## src/rtl/core/assert_macros.svh

```systemverilog
// ----------------------------------------------------------------------------
// Assertion macros
// Shared concurrent assertion forms. Each check is disabled while reset is low.
// ----------------------------------------------------------------------------
`ifndef ASSERT_MACROS_SVH
`define ASSERT_MACROS_SVH

// Same-cycle implication.
`define NCO_ASSERT_IMP(lbl, clk, rstn, ante, cons) \
    lbl: assert property (@(posedge clk) disable iff (!rstn) (ante) |-> (cons)) \
        else $error("same-cycle check failed");

// Next-cycle implication.
`define NCO_ASSERT_NXT(lbl, clk, rstn, ante, cons) \
    lbl: assert property (@(posedge clk) disable iff (!rstn) (ante) |=> (cons)) \
        else $error("next-cycle check failed");

`endif

```

## src/rtl/core/nco_pkg.sv

```systemverilog
// ----------------------------------------------------------------------------
// NCO package
// Shared types, constants and the elaboration-time sine table generator.
// ----------------------------------------------------------------------------
package nco_pkg;

    localparam int ROM_W  = 31;
    localparam int FRAC_W = 16;
    localparam int VAL_W  = 32;

    localparam logic [63:0] HALF_PI_Q60  = 64'h1921_FB54_442D_1847;
    localparam logic [31:0] QUARTER_TURN = 32'h4000_0000;

    typedef enum logic {
        ST_FILL,
        ST_RUN
    } fill_state_t;

    typedef struct packed {
        logic load1;
        logic load2;
        logic load_out;
    } pipe_ctrl_t;

    // (a * b) >> 60, truncated to 64 bits
    function automatic logic [63:0] mul_q60(input logic [63:0] a, input logic [63:0] b);
        logic [127:0] p;
        p = {64'd0, a} * {64'd0, b};
        return p[123:60];
    endfunction

    // Unsigned quotient n / d by shift and subtract
    function automatic logic [63:0] div_u64(input logic [63:0] n, input logic [63:0] d);
        logic [63:0] quo;
        logic [64:0] rem;
        quo = '0;
        rem = '0;
        for (int i = 63; i >= 0; i--)
        begin
            rem = {rem[63:0], n[i]};
            if (rem >= {1'b0, d})
            begin
                rem    = rem - {1'b0, d};
                quo[i] = 1'b1;
            end
        end
        return quo;
    endfunction

    // Taylor series sine, argument and result in unsigned Q60
    function automatic logic [63:0] sin_q60(input logic [63:0] x);
        logic [63:0] x2;
        logic [63:0] term;
        logic [63:0] sum;
        logic [63:0] k;
        logic        subtract;
        x2       = mul_q60(x, x);
        term     = x;
        sum      = x;
        k        = 64'd1;
        subtract = 1'b1;
        while (term != 64'd0 && k < 64'd60)
        begin
            term     = div_u64(mul_q60(term, x2), (k + 64'd1) * (k + 64'd2));
            sum      = subtract ? sum - term : sum + term;
            subtract = !subtract;
            k        = k + 64'd2;
        end
        return sum;
    endfunction

    // Quarter-wave table entry idx in Q30, rounded half up
    function automatic logic [ROM_W-1:0] sine_q30(input int sin_bits, input int idx);
        logic [63:0] q;
        logic [63:0] r;
        logic [63:0] i64;
        logic [63:0] x;
        logic [63:0] s;
        logic [63:0] t;
        q   = HALF_PI_Q60 >> sin_bits;
        r   = HALF_PI_Q60 & ((64'd1 << sin_bits) - 64'd1);
        i64 = 64'(idx);
        x   = q * i64 + ((r * i64) >> sin_bits);
        s   = sin_q60(x);
        t   = (s + 64'd536870912) >> 30;
        return t[ROM_W-1:0];
    endfunction

endpackage

```

## src/rtl/core/nco_interp.sv

```systemverilog
// ----------------------------------------------------------------------------
// NCO interpolator
// Linear interpolation between two table entries and quadrant sign, registered in stage 1, stage 2 and output.
// ----------------------------------------------------------------------------
module nco_interp (
    input  logic                                clk,
    input  nco_pkg::pipe_ctrl_t                 ctrl,
    input  logic [nco_pkg::ROM_W-1:0]           rdata_a,
    input  logic [nco_pkg::ROM_W-1:0]           rdata_b,
    input  logic [nco_pkg::FRAC_W-1:0]          frac,
    input  logic                                negate,
    output logic signed [nco_pkg::VAL_W-1:0]    value
);

    localparam int PW = nco_pkg::FRAC_W + nco_pkg::VAL_W + 1;

    // stage 1: alongside the registered table read
    logic [nco_pkg::FRAC_W-1:0]        frac1_reg;
    logic                              neg1_reg;
    // stage 2: product
    logic signed [PW-1:0]              prod2_reg;
    logic signed [PW-1:0]              prod2_next;
    logic [nco_pkg::ROM_W-1:0]         a2_reg;
    logic                              neg2_reg;
    // output
    logic signed [nco_pkg::VAL_W-1:0]  value_reg;
    logic signed [nco_pkg::VAL_W-1:0]  value_next;

    logic signed [nco_pkg::VAL_W-1:0]  diff;
    logic signed [nco_pkg::VAL_W-1:0]  step;
    logic signed [nco_pkg::VAL_W-1:0]  mag;

    always_comb
    begin
        diff       = $signed({1'b0, rdata_b}) - $signed({1'b0, rdata_a});
        prod2_next = $signed({1'b0, frac1_reg}) * diff;
        // floor division by 2^16: take the bits above the fraction
        step       = prod2_reg[PW-2:nco_pkg::FRAC_W];
        mag        = $signed({1'b0, a2_reg}) + step;
        value_next = neg2_reg ? -mag : mag;
    end

    always_ff @(posedge clk)
    begin
        if (ctrl.load1)
        begin
            frac1_reg <= frac;
            neg1_reg  <= negate;
        end
        if (ctrl.load2)
        begin
            prod2_reg <= prod2_next;
            a2_reg    <= rdata_a;
            neg2_reg  <= neg1_reg;
        end
        if (ctrl.load_out)
        begin
            value_reg <= value_next;
        end
    end

    assign value = value_reg;

endmodule
```

## config.mk

```make
export PLATFORM = sky130hd
export DESIGN_NAME = nco_interp
export DESIGN_NICKNAME = d
export VERILOG_FILES = /design/src/rtl/core/assert_macros.svh /design/src/rtl/core/nco_pkg.sv /design/src/rtl/core/nco_interp.sv
export SDC_FILE = /design/constraint.sdc
export NUM_CORES = 1
export LEC_CHECK = 0
export ABC_AREA = 1
export ABC_CLOCK_PERIOD_IN_PS = 13550
export BUFFER_PORTS_ARGS = -buffer_cell sky130_fd_sc_hd__buf_2
export CORE_MARGIN = 3
export CORE_UTILIZATION = 67
export DETAILED_ROUTE_END_ITERATION = 8
export PLACE_DENSITY = 0.86
export REMOVE_ABC_BUFFERS = 1
export SYNTH_ARGS = -nofsm -noshare
export SYNTH_HDL_FRONTEND = slang
export SYNTH_SLANG_ARGS = --single-unit
```

## constraint.sdc

```tcl
create_clock -name clk -period 13.55 [get_ports clk]
set_input_delay 1.355 -clock clk [delete_from_list [all_inputs] [get_ports clk]]
set_output_delay 1.355 -clock clk [all_outputs]
set_load 0.05 [all_outputs]
```

==> impl_metrics.tcl, run 1 <==
set metrics [dict create \
    crit_path_start "rdata_a[2]" \
    rr_startpoint "frac1_reg[11]" \
    hp-class "register to register" \
    min_period_over_period_pct 70.2 \
    synth_area_leaders "fa_1 (36%), edfxtp_1 (13%), inv_1 (12%)" \
    antenna_found_initial 4 \
    max_slew_margin_pct 14.9 \
    hold_violations 0 \
    fin_crit_ns 9.51 \
    min_delay_path_depth 0 \
    cp-start-kind "primary input" \
    hp-start "neg1_reg" \
    crit_path_end_kind "register" \
    grt_remaining_overflow 0 \
    core-area_mm2 0.0391 \
    cp_common_cell "inv_1" \
    yosys-top-cells-count "inv_1 (864), nand2_1 (653), fa_1 (484)" \
    die_w_um 206 \
    port_buffers 114 \
    yosys_register_bits 113 \
    cts_root_buf "clkbuf_16" \
    slowest_stage "fa_1" \
    drt_iter0_markers 2244 \
    layout-drive-gt1-share_pct 8.51 \
    yosys_warnings 0 \
    yosysUniqueCellTypes 58 \
    drv_cap 0 \
    grt_use_total_pct 42.6 \
    syn_to_final_growth_pct 6.42 \
    synth-edff-count 113 \
    postSynthAreaPerCell_um2 7.91 \
    crit_type "primary input to register" \
    cts_hold_repair.buffers 0 \
    rows 72 \
    grt_first_pass_wirelength_mm 135 \
    clk_latency_ns 0.48 \
    yosysMostFrequentCell "inv_1" \
    io_pins 115 \
    dpl.hpwl_mm 71.1 \
    cts.sink_count 113 \
    dpl_cell_area_mm2 0.0279 \
    cts_setup_buffers 0 \
    route.detailed.drc 0 \
    worst_ep_required_time_ns 13.77 \
    vias 23600 \
    yosysTopAreaCell "fa_1" \
    cp_max_fo 8 \
    tightestPinTransition_ns 1.27 \
    die_h_um 206 \
    layout.nets 4219 \
    cp_slowest_stage_delay_ns 0.74 \
    cts.path.max_buffers 2 \
    cts_resized 0 \
    initial_core_util_pct 68.5 \
    rsz0062_at_grt "no" \
    status "finished, final reports clean" \
    htree_levels 4 \
    ys_async_sr_fraction_pct 0 \
    fp.dieArea_mm2 0.0424 \
    routabilityCongestion 1.07 \
    critPathArrivalTime_ns 9.74 \
    fin_tns_setup_ns 0 \
    synth_cells 3387 \
    clkTransAtPathRegs_ns 0.06 \
    synth_seq_area_share_pct 12.7 \
    syn_area_mm2 0.0268 \
    drtPass1Iterations 6 \
    clock.fmax_mhz 105 \
    ant_nets 0 \
    grt_max_degree 65 \
    synth_top_area_share_pct 36.2 \
    place_ws_ns 3.77 \
    finalSetupViolCount 0 \
    vias_per_cell 5.88 \
    cts_tree "yes" \
    cts_buffers 17 \
    reg2reg_depth 22 \
    drv_slew 0 \
    skew_ns 0.0280 \
    design_area_mm2 0.0285 \
    first_global_vias 25100 \
    layout_setup_ws_ns 4.04 \
    ys_dominant_reg_cell "edfxtp_1" \
    drt_wl_total_mm 86.6 \
    wire_per_inst_um 21.6 \
]
[final cells by class]
| type | count | area [um2] |
|---|---|---|
| Sequential cell | 113 | 3390 |
| Antenna cell | 3 | 7.51 |
| Clock buffer | 19 | 433 |
| Tap cell | 518 | 648 |
| Inverter | 880 | 3300 |
| Fill cell | 2999 | 10600 |
| Clock inverter | 13 | 160 |
| Multi-Input combinational cell | 2328 | 19800 |
| Timing Repair Buffer | 137 | 743 |
[layout by cell type, fill, tap and decap left out, types with 9 or more instances in the layout]
cell / instances
buf_4: 23
clkinv_1: 12
a21oi_1: 108
clkbuf_16: 17
a31oi_1: 17
or2_2: 44
o21ai_0: 47
nand2_1: 653
nand4_1: 31
fa_1: 484
nor2_1: 398
edfxtp_1: 113
buf_2: 114
nor2_2: 25
nand3_1: 110
o21a_1: 9
xnor2_1: 32
nor3_1: 18
inv_1: 864
nand2_2: 20
xor2_1: 51
ha_1: 175
or2_1: 11
[cells by family after synthesis]
family | after synthesis | share of synthesized area, %
adder cells (fa/ha/maj) | 659 | 44.3
flip-flops | 113 | 12.7
AO/OA/AOI/OAI | 239 | 5.43
buffers and inverters | 946 | 13.4
AND/OR/NAND/NOR | 1340 | 21.1
XOR/XNOR | 90 | 3.10
[through the flow]
step	hold slack [ns]	instances	util, %
2_1_floorplan	0.400	3321	-
3_3_place_gp	0.403	3976	71.4
3_5_place_dp	0.454	3976	71.4
4_1_cts	0.463	4008	72.9
5_1_grt	0.455	4008	72.9
6_report	0.476	4011	72.9
[per-layer routing]
metal | track usage, % | up-vias | share of wire (%)
met5 | 0.952 | - | 0.050
met4 | 30.0 | 6 | 8.4
met3 | 11.3 | 471 | 12
met2 | 66.5 | 1621 | 45
met1 | 51.5 | 11200 | 35
li1 | - | 10300 | -
[worst max-delay path: cells and delay by family]
kind / cells / cell delay [ns]
buffers and inverters: 8 / 0.90
XOR/XNOR: 1 / 0.07
adder cells (fa/ha/maj): 8 / 4.03
AND/OR/NAND/NOR: 10 / 2.31
AO/OA/AOI/OAI: 5 / 1.05
[final timing paths]
kind / endpoint / slack [ns]
min: neg2_reg / 0.48
max: prod2_reg[45] / 4.04
max reg2reg: prod2_reg[45] / 5.34
min reg2reg: neg2_reg / 0.48
Power of run 1 is left out: the tool's default activity adds up to more than one toggle a clock period on the data nets, which glitch-free logic cannot reach.
==> inputs of run 2 (changes only) <==
--- a/config.mk
+++ b/config.mk
@@ -6,12 +6,12 @@
 export NUM_CORES = 1
 export LEC_CHECK = 0
 export ABC_AREA = 1
-export ABC_CLOCK_PERIOD_IN_PS = 13550
+export ABC_CLOCK_PERIOD_IN_PS = 9950
 export BUFFER_PORTS_ARGS = -buffer_cell sky130_fd_sc_hd__buf_2
 export CORE_MARGIN = 3
-export CORE_UTILIZATION = 67
+export CORE_UTILIZATION = 66
 export DETAILED_ROUTE_END_ITERATION = 8
-export PLACE_DENSITY = 0.86
+export PLACE_DENSITY = 0.85
 export REMOVE_ABC_BUFFERS = 1
 export SYNTH_ARGS = -nofsm -noshare
 export SYNTH_HDL_FRONTEND = slang
==> constraint.sdc (replaced) <==
create_clock -name clk -period 9.95 [get_ports clk]
set_input_delay 0.995 -clock clk [delete_from_list [all_inputs] [get_ports clk]]
set_output_delay 0.995 -clock clk [all_outputs]
set_load 0.05 [all_outputs]
==> impl_metrics.tcl, run 2 (synthesized netlist as in run 1, its figures left out) <==
set metrics [dict create \
    status "finished, final reports clean" \
    cp_slowest_stage_delay_ns 0.72 \
    cts.path.max_buffers 2 \
    drt_iter0_markers 2096 \
    cts_tree "yes" \
    syn_to_final_growth_pct 6.78 \
    max_slew_margin_pct 34.2 \
    cp_common_cell "inv_1" \
    layout.cells.most_common "inv_1" \
    die_h_um 208 \
    grtUsageMet2_pct 58.9 \
    io_pins 115 \
    clk_latency_ns 0.47 \
    fin_tns_setup_ns 0 \
    vias_per_cell 5.62 \
    grt_remaining_overflow 0 \
    initial_core_util_pct 67.1 \
    crit_type "primary input to register" \
    cts.sink_count 113 \
    min_period_over_period_pct 90.0 \
    skew_ns 0.0224 \
    use_met3_pct 9.38 \
    crit_buf_inv 8 \
    worst_ep_required_time_ns 10.24 \
    fp.dieArea_mm2 0.0431 \
    fillers 3089 \
    clock.fmax_mhz 112 \
    route.detailed.drc 0 \
    ant_nets 0 \
    layout.nets 4234 \
    diodes 0 \
    slowest_stage "fa_1" \
    vias 22600 \
    cts_buffers 17 \
    critPathArrivalTime_ns 9.24 \
    layout-drive-gt1-share_pct 8.79 \
    rsz0062_at_grt "no" \
    drtPass1Iterations 7 \
    tightestPinTransition_ns 0.987 \
    core-area_mm2 0.0399 \
    htree_levels 4 \
    fin_crit_ns 8.95 \
    cp_max_fo 8 \
    layout_common_cells "inv_1 (864), nand2_1 (653), fa_1 (484)" \
    seq_area_mm2 0.00339 \
    grt.busiest_layer "met2" \
    cts_resized 0 \
    routabilityCongestion 1.04 \
    die_w_um 208 \
    grt_use_total_pct 36.2 \
    drv_slew 0 \
    hp-class "register to register" \
    first_global_vias 23500 \
    clkTransAtPathRegs_ns 0.07 \
    rows 73 \
    cts_hold_repair.buffers 0 \
    drt_wl_total_mm 75.8 \
    hold_violations 0 \
    cp-start-kind "primary input" \
    drv_cap 0 \
    grtUsageMet1_pct 44.8 \
    port_buffers 114 \
    dpl.hpwl_mm 63.7 \
    multiInputGateArea_mm2 0.0198 \
    crit_path_end_kind "register" \
    crit_family "adder cells" \
    grt_first_pass_wirelength_mm 121 \
    finalSetupViolCount 0 \
    cts_setup_buffers 0 \
    antenna_found_initial 1 \
    wire_per_inst_um 18.8 \
    grt_max_degree 65 \
    cts_root_buf "clkbuf_16" \
]
-- run 2: changes by cell type in the layout (fill, tap and decap cells not counted), sizes merged --
cell and change:
bufinv +1, inv -1, clkinvlp -2, buf +15
diode -3
-- run 2: stage by stage --
stage          hold slack, ns  std cells  util [%]  area [um2]  setup slack [ns]
3_5_place_dp            0.407       3998      70.2       28000             0.628
2_1_floorplan           0.400       3321         -       26500              2.17
5_1_grt                 0.426       4028      71.7       28600             0.609
4_1_cts                 0.423       4028      71.7       28600              1.06
3_3_place_gp            0.403       3998      70.2       28000             0.692
6_report                0.421       4028      71.7       28600             0.998
-- run 2: final timing paths --
path | from | endpoint | slack [ns] | depth (start not counted)
setup / recovery | rdata_a[2] | prod2_reg[45] | 1.0 | 32
hold / removal | neg1_reg | neg2_reg | 0.42 | 0
setup reg to reg | frac1_reg[4] | prod2_reg[45] | 2.17 | 19
hold reg to reg | neg1_reg | neg2_reg | 0.42 | 0
-- run 2: area by class of cell --
type | count | area share [%]
clock buffers | 19 | 1.51
well taps | 525 | 2.30
inverters | 880 | 11.5
flip-flops and latches | 113 | 11.9
clock inverters | 11 | 0.573
repair buffers | 152 | 2.99
multi-input cells | 2328 | 69.2
-- run 2: per-layer routing --
layer  vias up  part of all wire, %  wire length [um]
met5         -                    0                 0
met4         0                  5.8              4370
met3       294                   11              7970
met2      1208                   47             35500
met1     10800                   37             28000
li1      10300                    -                 -
Power of run 2 is left out for the same reason.
